===== src/design/assert_macros.svh =====
// Assertion helpers shared by the RTL modules.
`ifndef ASSERT_MACROS_SVH
`define ASSERT_MACROS_SVH

// Same-cycle implication, checked out of reset.
`define ASSERT_IMPL(label, clk, rst_n, ante, cons) \
	label: assert property (@(posedge clk) disable iff (!(rst_n)) (ante) |-> (cons)) \
		else $error("implication check failed");

// Next-cycle implication, checked out of reset.
`define ASSERT_NEXT(label, clk, rst_n, ante, cons) \
	label: assert property (@(posedge clk) disable iff (!(rst_n)) (ante) |=> (cons)) \
		else $error("next-cycle check failed");

`endif


===== src/design/mre_pkg.sv =====
// ----------------------------------------------------------------------------
// mre_pkg
// Types and constants shared by the root election front end, back end and top.
// ----------------------------------------------------------------------------
package mre_pkg;

	localparam logic [2:0] OP_TICK = 3'd0;
	localparam logic [2:0] OP_CAND = 3'd1;
	localparam logic [2:0] OP_HB   = 3'd2;
	localparam logic [2:0] OP_SURR = 3'd3;
	localparam logic [2:0] OP_DISC = 3'd4;
	localparam logic [2:0] OP_LOST = 3'd5;

	localparam logic [2:0] CFG_OWN_ID   = 3'd0;
	localparam logic [2:0] CFG_BASE     = 3'd1;
	localparam logic [2:0] CFG_CAP      = 3'd2;
	localparam logic [2:0] CFG_HB_INT   = 3'd3;
	localparam logic [2:0] CFG_HB_TMO   = 3'd4;
	localparam logic [2:0] CFG_CAND_INT = 3'd5;

	localparam logic [31:0] RST_OWN_ID   = 32'd1;
	localparam logic [15:0] RST_BASE     = 16'd500;
	localparam logic [15:0] RST_CAP      = 16'd100;
	localparam logic [31:0] RST_HB_INT   = 32'd10000;
	localparam logic [31:0] RST_HB_TMO   = 32'd35000;
	localparam logic [31:0] RST_CAND_INT = 32'd30000;

	localparam logic [15:0] ASSUMED_SCORE = 16'd500;
	localparam logic [31:0] MS_PER_HOUR   = 32'd3600000;
	// floor((2^32-1) / 3600000) = 1193 fits in 11 bits
	localparam int HOUR_BITS = 11;
	// 3600000 = 128 * 28125; ceil(2^40 / 28125), exact for 25-bit dividends
	localparam logic [25:0] HOUR_RECIP = 26'd39093747;

	typedef enum logic [2:0] {
		CL_TICK, CL_CAND, CL_HB, CL_SURR, CL_DISC, CL_LOST, CL_NONE
	} cls_t;

	typedef enum logic [3:0] {
		ST_IDLE, ST_DIV, ST_DISPATCH, ST_LOCATE, ST_APPLY, ST_MOVE,
		ST_ELECT, ST_TICK_HB, ST_EMIT
	} state_t;

	typedef struct packed {
		logic [2:0]  operation;
		logic [31:0] now_ms;
		logic [31:0] node_id;
		logic [31:0] new_root_id;
		logic [15:0] score;
	} in_item_t;

	typedef struct packed {
		logic [31:0] root_id;
		logic        am_root;
		logic        root_changed;
		logic        cand_req;
		logic        hb_req;
		logic [31:0] heartbeat_number;
		logic [15:0] own_score;
		logic [4:0]  candidate_count;
	} out_item_t;

	typedef struct packed {
		cls_t        cls;
		logic [31:0] now_ms;
		logic [31:0] node_id;
		logic [31:0] new_root_id;
		logic [15:0] score;
	} q_entry_t;

endpackage


===== src/design/mre_front.sv =====
// ----------------------------------------------------------------------------
// mre_front
// Accepts input transactions, classifies the operation and queues them in a
// two-entry FIFO for the back end.
// ----------------------------------------------------------------------------
`include "assert_macros.svh"

module mre_front (
	input  logic               clk,
	input  logic               arst_n,
	input  logic               in_valid,
	output logic               in_ready,
	input  mre_pkg::in_item_t  in_item,
	output logic               q_valid,
	output mre_pkg::q_entry_t  q_entry,
	input  logic               q_pop
);

	mre_pkg::q_entry_t mem_q [2];
	logic              wr_ptr_q;
	logic              rd_ptr_q;
	logic [1:0]        fill_q;
	mre_pkg::q_entry_t new_entry;
	logic              push;

	always_comb begin
		new_entry.now_ms      = in_item.now_ms;
		new_entry.node_id     = in_item.node_id;
		new_entry.new_root_id = in_item.new_root_id;
		new_entry.score       = in_item.score;
		case (in_item.operation)
			mre_pkg::OP_TICK: new_entry.cls = mre_pkg::CL_TICK;
			mre_pkg::OP_CAND: new_entry.cls = mre_pkg::CL_CAND;
			mre_pkg::OP_HB:   new_entry.cls = mre_pkg::CL_HB;
			mre_pkg::OP_SURR: new_entry.cls = mre_pkg::CL_SURR;
			mre_pkg::OP_DISC: new_entry.cls = mre_pkg::CL_DISC;
			mre_pkg::OP_LOST: new_entry.cls = mre_pkg::CL_LOST;
			default:          new_entry.cls = mre_pkg::CL_NONE;
		endcase
	end

	assign in_ready = (fill_q != 2'd2);
	assign push     = in_valid && in_ready;
	assign q_valid  = (fill_q != 2'd0);
	assign q_entry  = mem_q[rd_ptr_q];

	always_ff @(posedge clk) begin
		if (push) begin
			mem_q[wr_ptr_q] <= new_entry;
		end
	end

	always_ff @(posedge clk or negedge arst_n) begin
		if (!arst_n) begin
			wr_ptr_q <= 1'b0;
			rd_ptr_q <= 1'b0;
			fill_q   <= 2'd0;
		end else begin
			if (push) begin
				wr_ptr_q <= ~wr_ptr_q;
			end
			if (q_pop) begin
				rd_ptr_q <= ~rd_ptr_q;
			end
			fill_q <= fill_q + {1'b0, push} - {1'b0, q_pop};
		end
	end

	`ASSERT_IMPL(a_fill_range, clk, arst_n, 1'b1, fill_q <= 2'd2)
	`ASSERT_IMPL(a_pop_nonempty, clk, arst_n, q_pop, fill_q != 2'd0)
	`ASSERT_NEXT(a_push_fills, clk, arst_n, push && !q_pop, fill_q != 2'd0)

endmodule


===== src/design/mre_back.sv =====
// ----------------------------------------------------------------------------
// mre_back
// Sequencer that executes one queued event: own score by reciprocal multiply,
// table lookup, table update, election scan, heartbeat timing, result register.
// ----------------------------------------------------------------------------
`include "assert_macros.svh"

module mre_back #(
	parameter int DEPTH = 16
) (
	input  logic               clk,
	input  logic               arst_n,
	input  logic               cfg_we,
	input  logic [2:0]         cfg_index,
	input  logic [31:0]        cfg_data,
	input  logic               q_valid,
	input  mre_pkg::q_entry_t  q_entry,
	output logic               q_pop,
	output logic               out_valid,
	input  logic               out_ready,
	output mre_pkg::out_item_t out_item
);

	localparam int CW = $clog2(DEPTH + 1);
	localparam int IW = (DEPTH > 1) ? $clog2(DEPTH) : 1;
	localparam int HB = mre_pkg::HOUR_BITS;
	localparam logic [CW-1:0] DEPTH_C = CW'(DEPTH);

	// configuration
	logic [31:0] own_id_q, hb_int_q, hb_tmo_q, cand_int_q;
	logic [15:0] base_q, cap_q;

	// table
	logic [31:0] ids_q [DEPTH];
	logic [15:0] scores_q [DEPTH];
	logic [CW-1:0] cnt_q;

	// election state
	logic [31:0] root_q, hb_last_q, cand_last_q, seq_q;
	logic        flag_q;

	// per-item working registers
	mre_pkg::state_t   state_q, state_d;
	mre_pkg::q_entry_t item_q;
	logic [31:0] old_root_q, hb_num_q, best_id_q;
	logic [HB-1:0] hours_q;
	logic [CW-1:0] idx_q;
	logic [IW-1:0] k_q;
	logic        found_q, cand_tx_q, hb_tx_q;
	logic [15:0] best_sc_q;

	logic        out_valid_q;
	mre_pkg::out_item_t out_q;

	// combinational helpers
	logic [50:0]   hr_prod;
	logic [15:0]   own_sc;
	logic [16:0]   sc_sum;
	logic [15:0]   bonus;
	logic [31:0]   key;
	logic [31:0]   rd_id;
	logic [15:0]   rd_sc;
	logic          idx_live;
	logic          hit;
	logic          cand_due, tmo_due, hb_due;
	logic [15:0]   put_sc;
	logic          elect_last;
	logic          emit_go;
	logic          elect_better;
	logic          new_flag;

	// hours = (now >> 7) / 28125
	assign hr_prod = 51'(item_q.now_ms[31:7]) * 51'(mre_pkg::HOUR_RECIP);

	assign bonus  = ({5'd0, hours_q} > cap_q) ? cap_q : {5'd0, hours_q};
	assign sc_sum = {1'b0, base_q} + {1'b0, bonus};
	assign own_sc = sc_sum[16] ? 16'hFFFF : sc_sum[15:0];

	assign key      = (item_q.cls == mre_pkg::CL_SURR) ? item_q.new_root_id : item_q.node_id;
	assign rd_id    = ids_q[idx_q[IW-1:0]];
	assign rd_sc    = scores_q[idx_q[IW-1:0]];
	assign idx_live = (idx_q < cnt_q);
	assign hit      = idx_live && (rd_id == key);

	assign cand_due = ((item_q.now_ms - cand_last_q) >= cand_int_q);
	assign tmo_due  = (root_q != 32'd0) && !flag_q
		&& ((item_q.now_ms - hb_last_q) >= hb_tmo_q);
	assign hb_due   = flag_q && ((item_q.now_ms - hb_last_q) >= hb_int_q);

	assign put_sc     = (item_q.cls == mre_pkg::CL_CAND) ? item_q.score : mre_pkg::ASSUMED_SCORE;
	assign elect_last = !idx_live;
	assign elect_better = (rd_sc > best_sc_q) || ((rd_sc == best_sc_q) && (rd_id < best_id_q));
	assign new_flag   = (item_q.new_root_id == own_id_q);

	// next state
	always_comb begin
		state_d = state_q;
		case (state_q)
			mre_pkg::ST_IDLE: begin
				if (q_valid) state_d = mre_pkg::ST_DIV;
			end
			mre_pkg::ST_DIV: state_d = mre_pkg::ST_DISPATCH;
			mre_pkg::ST_DISPATCH: begin
				case (item_q.cls)
					mre_pkg::CL_TICK: state_d = tmo_due ? mre_pkg::ST_ELECT : mre_pkg::ST_TICK_HB;
					mre_pkg::CL_CAND: state_d = mre_pkg::ST_LOCATE;
					mre_pkg::CL_HB: state_d = (item_q.node_id == root_q) ?
						mre_pkg::ST_EMIT : mre_pkg::ST_LOCATE;
					mre_pkg::CL_SURR: state_d = (item_q.node_id == root_q) ?
						mre_pkg::ST_LOCATE : mre_pkg::ST_EMIT;
					mre_pkg::CL_LOST: state_d = mre_pkg::ST_LOCATE;
					default: state_d = mre_pkg::ST_EMIT;
				endcase
			end
			mre_pkg::ST_LOCATE: begin
				if (hit || !idx_live) state_d = mre_pkg::ST_APPLY;
			end
			mre_pkg::ST_APPLY: begin
				case (item_q.cls)
					mre_pkg::CL_HB: state_d = mre_pkg::ST_EMIT;
					mre_pkg::CL_LOST: begin
						if (found_q) state_d = mre_pkg::ST_MOVE;
						else if (item_q.node_id == root_q) state_d = mre_pkg::ST_ELECT;
						else state_d = mre_pkg::ST_EMIT;
					end
					default: state_d = mre_pkg::ST_ELECT;
				endcase
			end
			mre_pkg::ST_MOVE: begin
				state_d = (item_q.node_id == root_q) ? mre_pkg::ST_ELECT : mre_pkg::ST_EMIT;
			end
			mre_pkg::ST_ELECT: begin
				if (elect_last) begin
					state_d = (item_q.cls == mre_pkg::CL_TICK) ?
						mre_pkg::ST_TICK_HB : mre_pkg::ST_EMIT;
				end
			end
			mre_pkg::ST_TICK_HB: state_d = mre_pkg::ST_EMIT;
			mre_pkg::ST_EMIT: begin
				if (!out_valid_q || out_ready) state_d = mre_pkg::ST_IDLE;
			end
			default: state_d = mre_pkg::ST_IDLE;
		endcase
	end

	// control outputs
	always_comb begin
		q_pop   = 1'b0;
		emit_go = 1'b0;
		case (state_q)
			mre_pkg::ST_IDLE: q_pop = q_valid;
			mre_pkg::ST_EMIT: emit_go = !out_valid_q || out_ready;
			default: begin
				q_pop   = 1'b0;
				emit_go = 1'b0;
			end
		endcase
	end

	assign out_valid = out_valid_q;
	assign out_item  = out_q;

	// table storage: one write address per cycle
	always_ff @(posedge clk) begin
		if (state_q == mre_pkg::ST_APPLY && item_q.cls != mre_pkg::CL_LOST) begin
			if (found_q) begin
				scores_q[k_q] <= put_sc;
			end else if (cnt_q < DEPTH_C) begin
				ids_q[cnt_q[IW-1:0]]    <= key;
				scores_q[cnt_q[IW-1:0]] <= put_sc;
			end
		end
		if (state_q == mre_pkg::ST_MOVE) begin
			ids_q[k_q]    <= rd_id;
			scores_q[k_q] <= rd_sc;
		end
	end

	// per-item payload registers
	always_ff @(posedge clk) begin
		if (state_q == mre_pkg::ST_IDLE && q_valid) begin
			item_q <= q_pop ? q_entry : item_q;
			old_root_q <= root_q;
		end
		if (state_q == mre_pkg::ST_LOCATE && hit) begin
			k_q <= idx_q[IW-1:0];
		end
		if (state_d != state_q) begin
			case (state_d)
				mre_pkg::ST_ELECT: begin
					best_id_q <= own_id_q;
					best_sc_q <= own_sc;
				end
				default: ;
			endcase
		end else if (state_q == mre_pkg::ST_ELECT && !elect_last && elect_better) begin
			best_id_q <= rd_id;
			best_sc_q <= rd_sc;
		end
		if (emit_go) begin
			out_q.root_id          <= root_q;
			out_q.am_root          <= flag_q;
			out_q.root_changed     <= (root_q != old_root_q);
			out_q.cand_req         <= cand_tx_q;
			out_q.hb_req           <= hb_tx_q;
			out_q.heartbeat_number <= hb_num_q;
			out_q.own_score        <= own_sc;
			out_q.candidate_count  <= 5'(cnt_q);
		end
	end

	// control and election state
	always_ff @(posedge clk or negedge arst_n) begin
		if (!arst_n) begin
			own_id_q    <= mre_pkg::RST_OWN_ID;
			base_q      <= mre_pkg::RST_BASE;
			cap_q       <= mre_pkg::RST_CAP;
			hb_int_q    <= mre_pkg::RST_HB_INT;
			hb_tmo_q    <= mre_pkg::RST_HB_TMO;
			cand_int_q  <= mre_pkg::RST_CAND_INT;
			state_q     <= mre_pkg::ST_IDLE;
			cnt_q       <= '0;
			root_q      <= '0;
			flag_q      <= 1'b0;
			hb_last_q   <= '0;
			cand_last_q <= '0;
			seq_q       <= '0;
			hours_q     <= '0;
			idx_q       <= '0;
			found_q     <= 1'b0;
			cand_tx_q   <= 1'b0;
			hb_tx_q     <= 1'b0;
			hb_num_q    <= '0;
			out_valid_q <= 1'b0;
		end else begin
			state_q <= state_d;
			if (cfg_we) begin
				case (cfg_index)
					mre_pkg::CFG_OWN_ID:   own_id_q   <= cfg_data;
					mre_pkg::CFG_BASE:     base_q     <= cfg_data[15:0];
					mre_pkg::CFG_CAP:      cap_q      <= cfg_data[15:0];
					mre_pkg::CFG_HB_INT:   hb_int_q   <= cfg_data;
					mre_pkg::CFG_HB_TMO:   hb_tmo_q   <= cfg_data;
					mre_pkg::CFG_CAND_INT: cand_int_q <= cfg_data;
					default: ;
				endcase
			end

			case (state_q)
				mre_pkg::ST_IDLE: begin
					if (q_valid) begin
						cand_tx_q <= 1'b0;
						hb_tx_q   <= 1'b0;
						hb_num_q  <= '0;
					end
				end
				mre_pkg::ST_DIV: hours_q <= hr_prod[40 +: HB];
				mre_pkg::ST_DISPATCH: begin
					case (item_q.cls)
						mre_pkg::CL_TICK: begin
							if (cand_due) begin
								cand_tx_q   <= 1'b1;
								cand_last_q <= item_q.now_ms;
							end
							if (tmo_due) root_q <= '0;
						end
						mre_pkg::CL_HB: begin
							if (item_q.node_id == root_q) hb_last_q <= item_q.now_ms;
						end
						mre_pkg::CL_DISC: cand_tx_q <= 1'b1;
						default: ;
					endcase
				end
				mre_pkg::ST_LOCATE: begin
					if (hit) found_q <= 1'b1;
					else if (idx_live) idx_q <= idx_q + 1'b1;
				end
				mre_pkg::ST_APPLY: begin
					if (item_q.cls != mre_pkg::CL_LOST && !found_q && cnt_q < DEPTH_C) begin
						cnt_q <= cnt_q + 1'b1;
					end
					case (item_q.cls)
						mre_pkg::CL_CAND: begin
							if (!flag_q && own_sc > item_q.score) cand_tx_q <= 1'b1;
						end
						mre_pkg::CL_HB: begin
							root_q    <= item_q.node_id;
							hb_last_q <= item_q.now_ms;
							flag_q    <= (item_q.node_id == own_id_q);
						end
						mre_pkg::CL_SURR: begin
							root_q <= item_q.new_root_id;
							flag_q <= new_flag;
							if (new_flag && !flag_q) seq_q <= '0;
						end
						mre_pkg::CL_LOST: begin
							if (found_q) cnt_q <= cnt_q - 1'b1;
							else if (item_q.node_id == root_q) root_q <= '0;
						end
						default: ;
					endcase
				end
				mre_pkg::ST_MOVE: begin
					if (item_q.node_id == root_q) root_q <= '0;
				end
				mre_pkg::ST_ELECT: begin
					if (!elect_last) begin
						idx_q <= idx_q + 1'b1;
					end else if (best_id_q != root_q) begin
						root_q    <= best_id_q;
						hb_last_q <= item_q.now_ms;
						flag_q    <= (best_id_q == own_id_q);
						if (best_id_q == own_id_q) seq_q <= '0;
					end
				end
				mre_pkg::ST_TICK_HB: begin
					if (hb_due) begin
						hb_tx_q   <= 1'b1;
						hb_num_q  <= seq_q;
						seq_q     <= seq_q + 32'd1;
						hb_last_q <= item_q.now_ms;
					end
				end
				default: ;
			endcase

			// index setup on entry to a scan
			if (state_d != state_q) begin
				case (state_d)
					mre_pkg::ST_LOCATE: begin
						idx_q   <= '0;
						found_q <= 1'b0;
					end
					mre_pkg::ST_ELECT: idx_q <= '0;
					mre_pkg::ST_MOVE:  idx_q <= cnt_q - 1'b1;
					default: ;
				endcase
			end

			if (emit_go) out_valid_q <= 1'b1;
			else if (out_ready) out_valid_q <= 1'b0;
		end
	end

	`ASSERT_IMPL(a_cnt_bound, clk, arst_n, 1'b1, cnt_q <= DEPTH_C)
	`ASSERT_IMPL(a_hb_needs_root, clk, arst_n, out_valid_q && out_q.hb_req,
		out_q.am_root)
	`ASSERT_IMPL(a_hb_num_zero, clk, arst_n, out_valid_q && !out_q.hb_req,
		out_q.heartbeat_number == 32'd0)
	`ASSERT_IMPL(a_pop_idle, clk, arst_n, q_pop, state_q == mre_pkg::ST_IDLE)

endmodule


===== src/design/mesh_root_election.sv =====
// ----------------------------------------------------------------------------
// mesh_root_election
// Root election for a mesh node: candidate table, own score, heartbeat and
// candidacy timers, with a queued front end and a sequenced back end.
// ----------------------------------------------------------------------------
//   channel   handshake              payload
//   in        in_valid / in_ready    in_item  (mre_pkg::in_item_t)
//   out       out_valid / out_ready  out_item (mre_pkg::out_item_t)
//   cfg       cfg_we                 cfg_index, cfg_data
//
// An event passes through pop, uptime hours by reciprocal multiply, dispatch,
// then a lookup scan over the table, an apply step, an election scan over the
// table, one entry per cycle, and a result step. A tick without timeout skips
// the scans. A result waiting on out_ready holds the back end; the two-entry
// front FIFO keeps taking input meanwhile until it is full.
// Reset clears control state, timers and the table count; table entries are
// not cleared.
module mesh_root_election #(
	parameter int TABLE_DEPTH = 16
) (
	input  logic               clk,
	input  logic               arst_n,
	input  logic               in_valid,
	output logic               in_ready,
	input  mre_pkg::in_item_t  in_item,
	output logic               out_valid,
	input  logic               out_ready,
	output mre_pkg::out_item_t out_item,
	input  logic               cfg_we,
	input  logic [2:0]         cfg_index,
	input  logic [31:0]        cfg_data
);

	logic              q_valid;
	logic              q_pop;
	mre_pkg::q_entry_t q_entry;

	mre_front u_front (
		.clk      (clk),
		.arst_n   (arst_n),
		.in_valid (in_valid),
		.in_ready (in_ready),
		.in_item  (in_item),
		.q_valid  (q_valid),
		.q_entry  (q_entry),
		.q_pop    (q_pop)
	);

	mre_back #(
		.DEPTH (TABLE_DEPTH)
	) u_back (
		.clk       (clk),
		.arst_n    (arst_n),
		.cfg_we    (cfg_we),
		.cfg_index (cfg_index),
		.cfg_data  (cfg_data),
		.q_valid   (q_valid),
		.q_entry   (q_entry),
		.q_pop     (q_pop),
		.out_valid (out_valid),
		.out_ready (out_ready),
		.out_item  (out_item)
	);

endmodule


===== config.mk =====
export PLATFORM = sky130hd
export DESIGN_NAME = mesh_root_election
export DESIGN_NICKNAME = d
export VERILOG_FILES = /design/src/design/mre_pkg.sv /design/src/design/mre_front.sv /design/src/design/mre_back.sv /design/src/design/mesh_root_election.sv
export VERILOG_INCLUDE_DIRS = /design/src /design/src/design
export SDC_FILE = /design/constraint.sdc
export NUM_CORES = 2
export LEC_CHECK = 0
export ABC_AREA = 1
export BUFFER_PORTS_ARGS = -buffer_cell sky130_fd_sc_hd__buf_2
export CORE_MARGIN = 5
export CORE_UTILIZATION = 30
export CTS_CLUSTER_DIAMETER = 60
export DETAILED_ROUTE_END_ITERATION = 10
export PLACE_DENSITY_LB_ADDON = 0.12
export SETUP_SLACK_MARGIN = 0.2
export SYNTH_ARGS = -nofsm -noshare
export SYNTH_HDL_FRONTEND = slang
export SYNTH_SLANG_ARGS = --single-unit

===== constraint.sdc =====
create_clock -name clk -period 8.07 [get_ports clk]
set_input_delay 0.807 -clock clk [delete_from_list [all_inputs] [get_ports clk]]
set_output_delay 0.807 -clock clk [all_outputs]
set_load 0.05 [all_outputs]

==> impl_metrics.tcl <==
set metrics [dict create \
    synth.lib_cells_used.distinct 56 \
    cts_inserted_buffers 208 \
    clk_path_buf_depth 4 \
    port-buffer-count 245 \
    first_global_vias 61100 \
    dp.final_hpwl_um 208000 \
    arrival_ps 7430 \
    timing.hold.worst.start "in_item[82]" \
    cts.root.buffer_cell "clkbuf_16" \
    core_region_area_um2 288000 \
    yosysSeqAreaShare_pct 54.9 \
    cell_taking_the_most_area_after_synthesis "edfxtp_1" \
    synth-main-ff-cell "edfxtp_1" \
    post_synth_edffs 1286 \
    highest_fanout_seen_on_the_critical_path 32 \
    critPathMostFrequentCell "nand2_1" \
    r2r_slack_ps 1220 \
    grt_setup_unrepaired "no" \
    timing.critical_path.slowest_cell_delay_ps 440 \
    ctsResizeCount 0 \
    die_height_um 547 \
    antenna_violating_nets_post_route 0 \
    drv_slew 0 \
    antenna_found_initial 24 \
    netlist_top_cells_area "edfxtp_1, dfrtp_1, ha_1" \
    min-delay-path-class "in -> reg" \
    routed_via_density 4.80 \
    timing.critical_path.to_type "flip-flop" \
    top_cells_by_instance_count_after_synthesis "nand2_1, edfxtp_1, inv_1" \
    syn2layout_area_growth_pct 15.1 \
    crit_required_ps 8650 \
    grt_pass1_wl_um 427000 \
    hold_violations 0 \
    timing.hold.worst_path_depth 1 \
    placement_rows 197 \
    worst-slew-pin-transition_ps 1430 \
    postSynthAreaPerCell_um2 10.3 \
    worstReg2RegEnd "u_back.best_id_q[29]" \
    maxClockFrequency_mhz 146 \
    synth.top_cell.area_share_pct 44.6 \
    routed-via-count 60900 \
    yosys_warnings 0 \
    worst_r2r_startpoint "u_back.item_q[82]" \
    run_status "finished clean" \
    tritoncts_clock_tree "built" \
    design.die.area_um2 299000 \
    mappedNetlistArea_um2 86600 \
    die_w_um 547 \
    finalSetupViolCount 0 \
    crit_path_start_kind "flip-flop" \
    start_util_pct 30.1 \
    cp_slowest_cell "a21boi_0" \
    drt_drc 0 \
    pin_count 246 \
    r2r_cells 29 \
    route.detailed.wl_per_inst_um 23.0 \
    gp_congestion 0.926 \
    grt_max_degree 129 \
    ctsHoldBuffers 1 \
    h_tree_lvls 4 \
    synth_seq_cells 1640 \
    grt_overflow_total 0 \
    final_min_period_over_clock_period_pct 84.9 \
    worst_hold_path.endpoint "u_front.mem_q[0][82]" \
    maxCapViolations 0 \
    clk_latency_ps 900 \
    relSlewSlack_pct 3.51 \
    drive_above_1_share_pct 10.9 \
    crit_path_time_final_ps 6850 \
    detailedRoute.firstIterationViolations 4656 \
    global_route_usage_sum_pct 19.1 \
    synth_cells 8390 \
    path_clk_slew_ps 60 \
    postRouteWirelength_um 292000 \
    cp.buffers_inverters 2 \
    setup_tns_ps 0 \
    cts_sinks 1640 \
    nets 9646 \
    setup_fix_bufs_post_cts 0 \
    worst_case_clock_skew_ps 127 \
    critical_path_class "reg -> reg" \
    timing.critical_path.max_delay_family "compound AO/OA/AOI/OAI gates" \
    dr.pass1.iters 6 \
    synth.most_common_cell "nand2_1" \
    synthArstFlopShare_pct 21.6 \
]
[layout make-up]
class                   instances  area, um^2
inverters                    1182        4450
well taps                    3781        4730
fillers                     29000      188000
flip-flops and latches       1640       47500
clock buffers                 263        5590
diodes                          5        12.5
repair buffers                421        2720
multi-input cells            5285       33500
clock inverters               116        1090
[flip-flops by register name, summed over array words and instances, names as in the netlist, 11 cells and up]
signal              count
u_back.item_q         115
u_back.cap_q           16
u_back.hb_tmo_q        32
u_back.cand_int_q      32
u_back.own_id_q        32
u_back.base_q          16
u_back.scores_q       256
u_back.best_id_q       32
u_front.mem_q         230
u_back.cand_last_q     32
u_back.root_q          32
u_back.best_sc_q       16
u_back.out_item        89
u_back.old_root_q      32
u_back.ids_q          512
u_back.hb_num_q        32
u_back.seq_q           32
u_back.hb_last_q       32
u_back.hb_int_q        32
u_back.hours_q         11
[worst reg2reg max path, delay by kind of cell, from the launching register on]
kind                     cells  cell delay [ps]
XOR/XNOR                     1              190
adder cells (fa/ha/maj)      2              680
AO/OA/AOI/OAI               11             2550
flip-flops                   1              420
AND/OR/NAND/NOR             13             2260
buffers and inverters        2              430
[metrics by stage]
step	instances	instance area (um^2)	hold slack, ps	setup WS (ps)	util, %
5_1_grt	12700	99600	59.2	354	34.6
6_report	12700	99600	121	1220	34.6
3_3_place_gp	12300	92900	433	1320	32.3
2_1_floorplan	8394	86600	425	1720	-
4_1_cts	12700	99600	35.6	1180	34.6
3_5_place_dp	12300	92900	433	1240	32.3
[cell families (layout without fill, tap and decap cells)]
family,after synthesis,after routing,synth area share (%)
XOR/XNOR,212,212,2.15
multiplexers,115,115,1.50
flip-flops,1640,1640,54.9
buffers and inverters,1469,1982,6.63
AND/OR/NAND/NOR,2830,2830,13.4
AO/OA/AOI/OAI,1370,1370,8.76
other,1,10,0.00433
adder cells (fa/ha/maj),753,753,12.7
[per-layer routing]
metal / global-route usage (%) / part of all wire [%]
met1: 26.6 / 46
met2: 31.3 / 47
met3: 2.66 / 4.8
met4: 4.76 / 2.6
met5: 0 / 0
[placed cells by master, fill, tap and decap left out, drive strengths merged, types with 19 or more instances in the layout]
cell type	instances
nand4	97
xnor2	114
a31oi	31
buf	420
o21ai	798
clkbuf	263
mux2	115
dfrtp	326
fa	211
o22ai	103
clkinv	84
nor2	722
dfstp	28
nor3	51
edfxtp	1286
nor4	38
a21oi	255
nand2	1564
nand3	325
ha	542
o211ai	22
inv	1197
xor2	98
or2	25
o21a	19
o221ai	37
[worst max-delay path by stage]
stage               depth (start not counted)                   end  slack (ps)         startpoint
floorplan                                   3   u_front.mem_q[1][0]        1720  u_front.fill_q[1]
global placement                           29  u_back.best_id_q[18]        1320  u_back.item_q[82]
CTS                                        29  u_back.best_id_q[18]        1180  u_back.item_q[82]
global route                               29  u_back.best_id_q[18]         350  u_back.item_q[82]
finish                                     29  u_back.best_id_q[29]        1220  u_back.item_q[82]
detailed placement                         29  u_back.best_id_q[18]        1240  u_back.item_q[82]
Power is not shown: default switching activity piles up to over one toggle a cycle in this logic, so the estimate is an artifact.
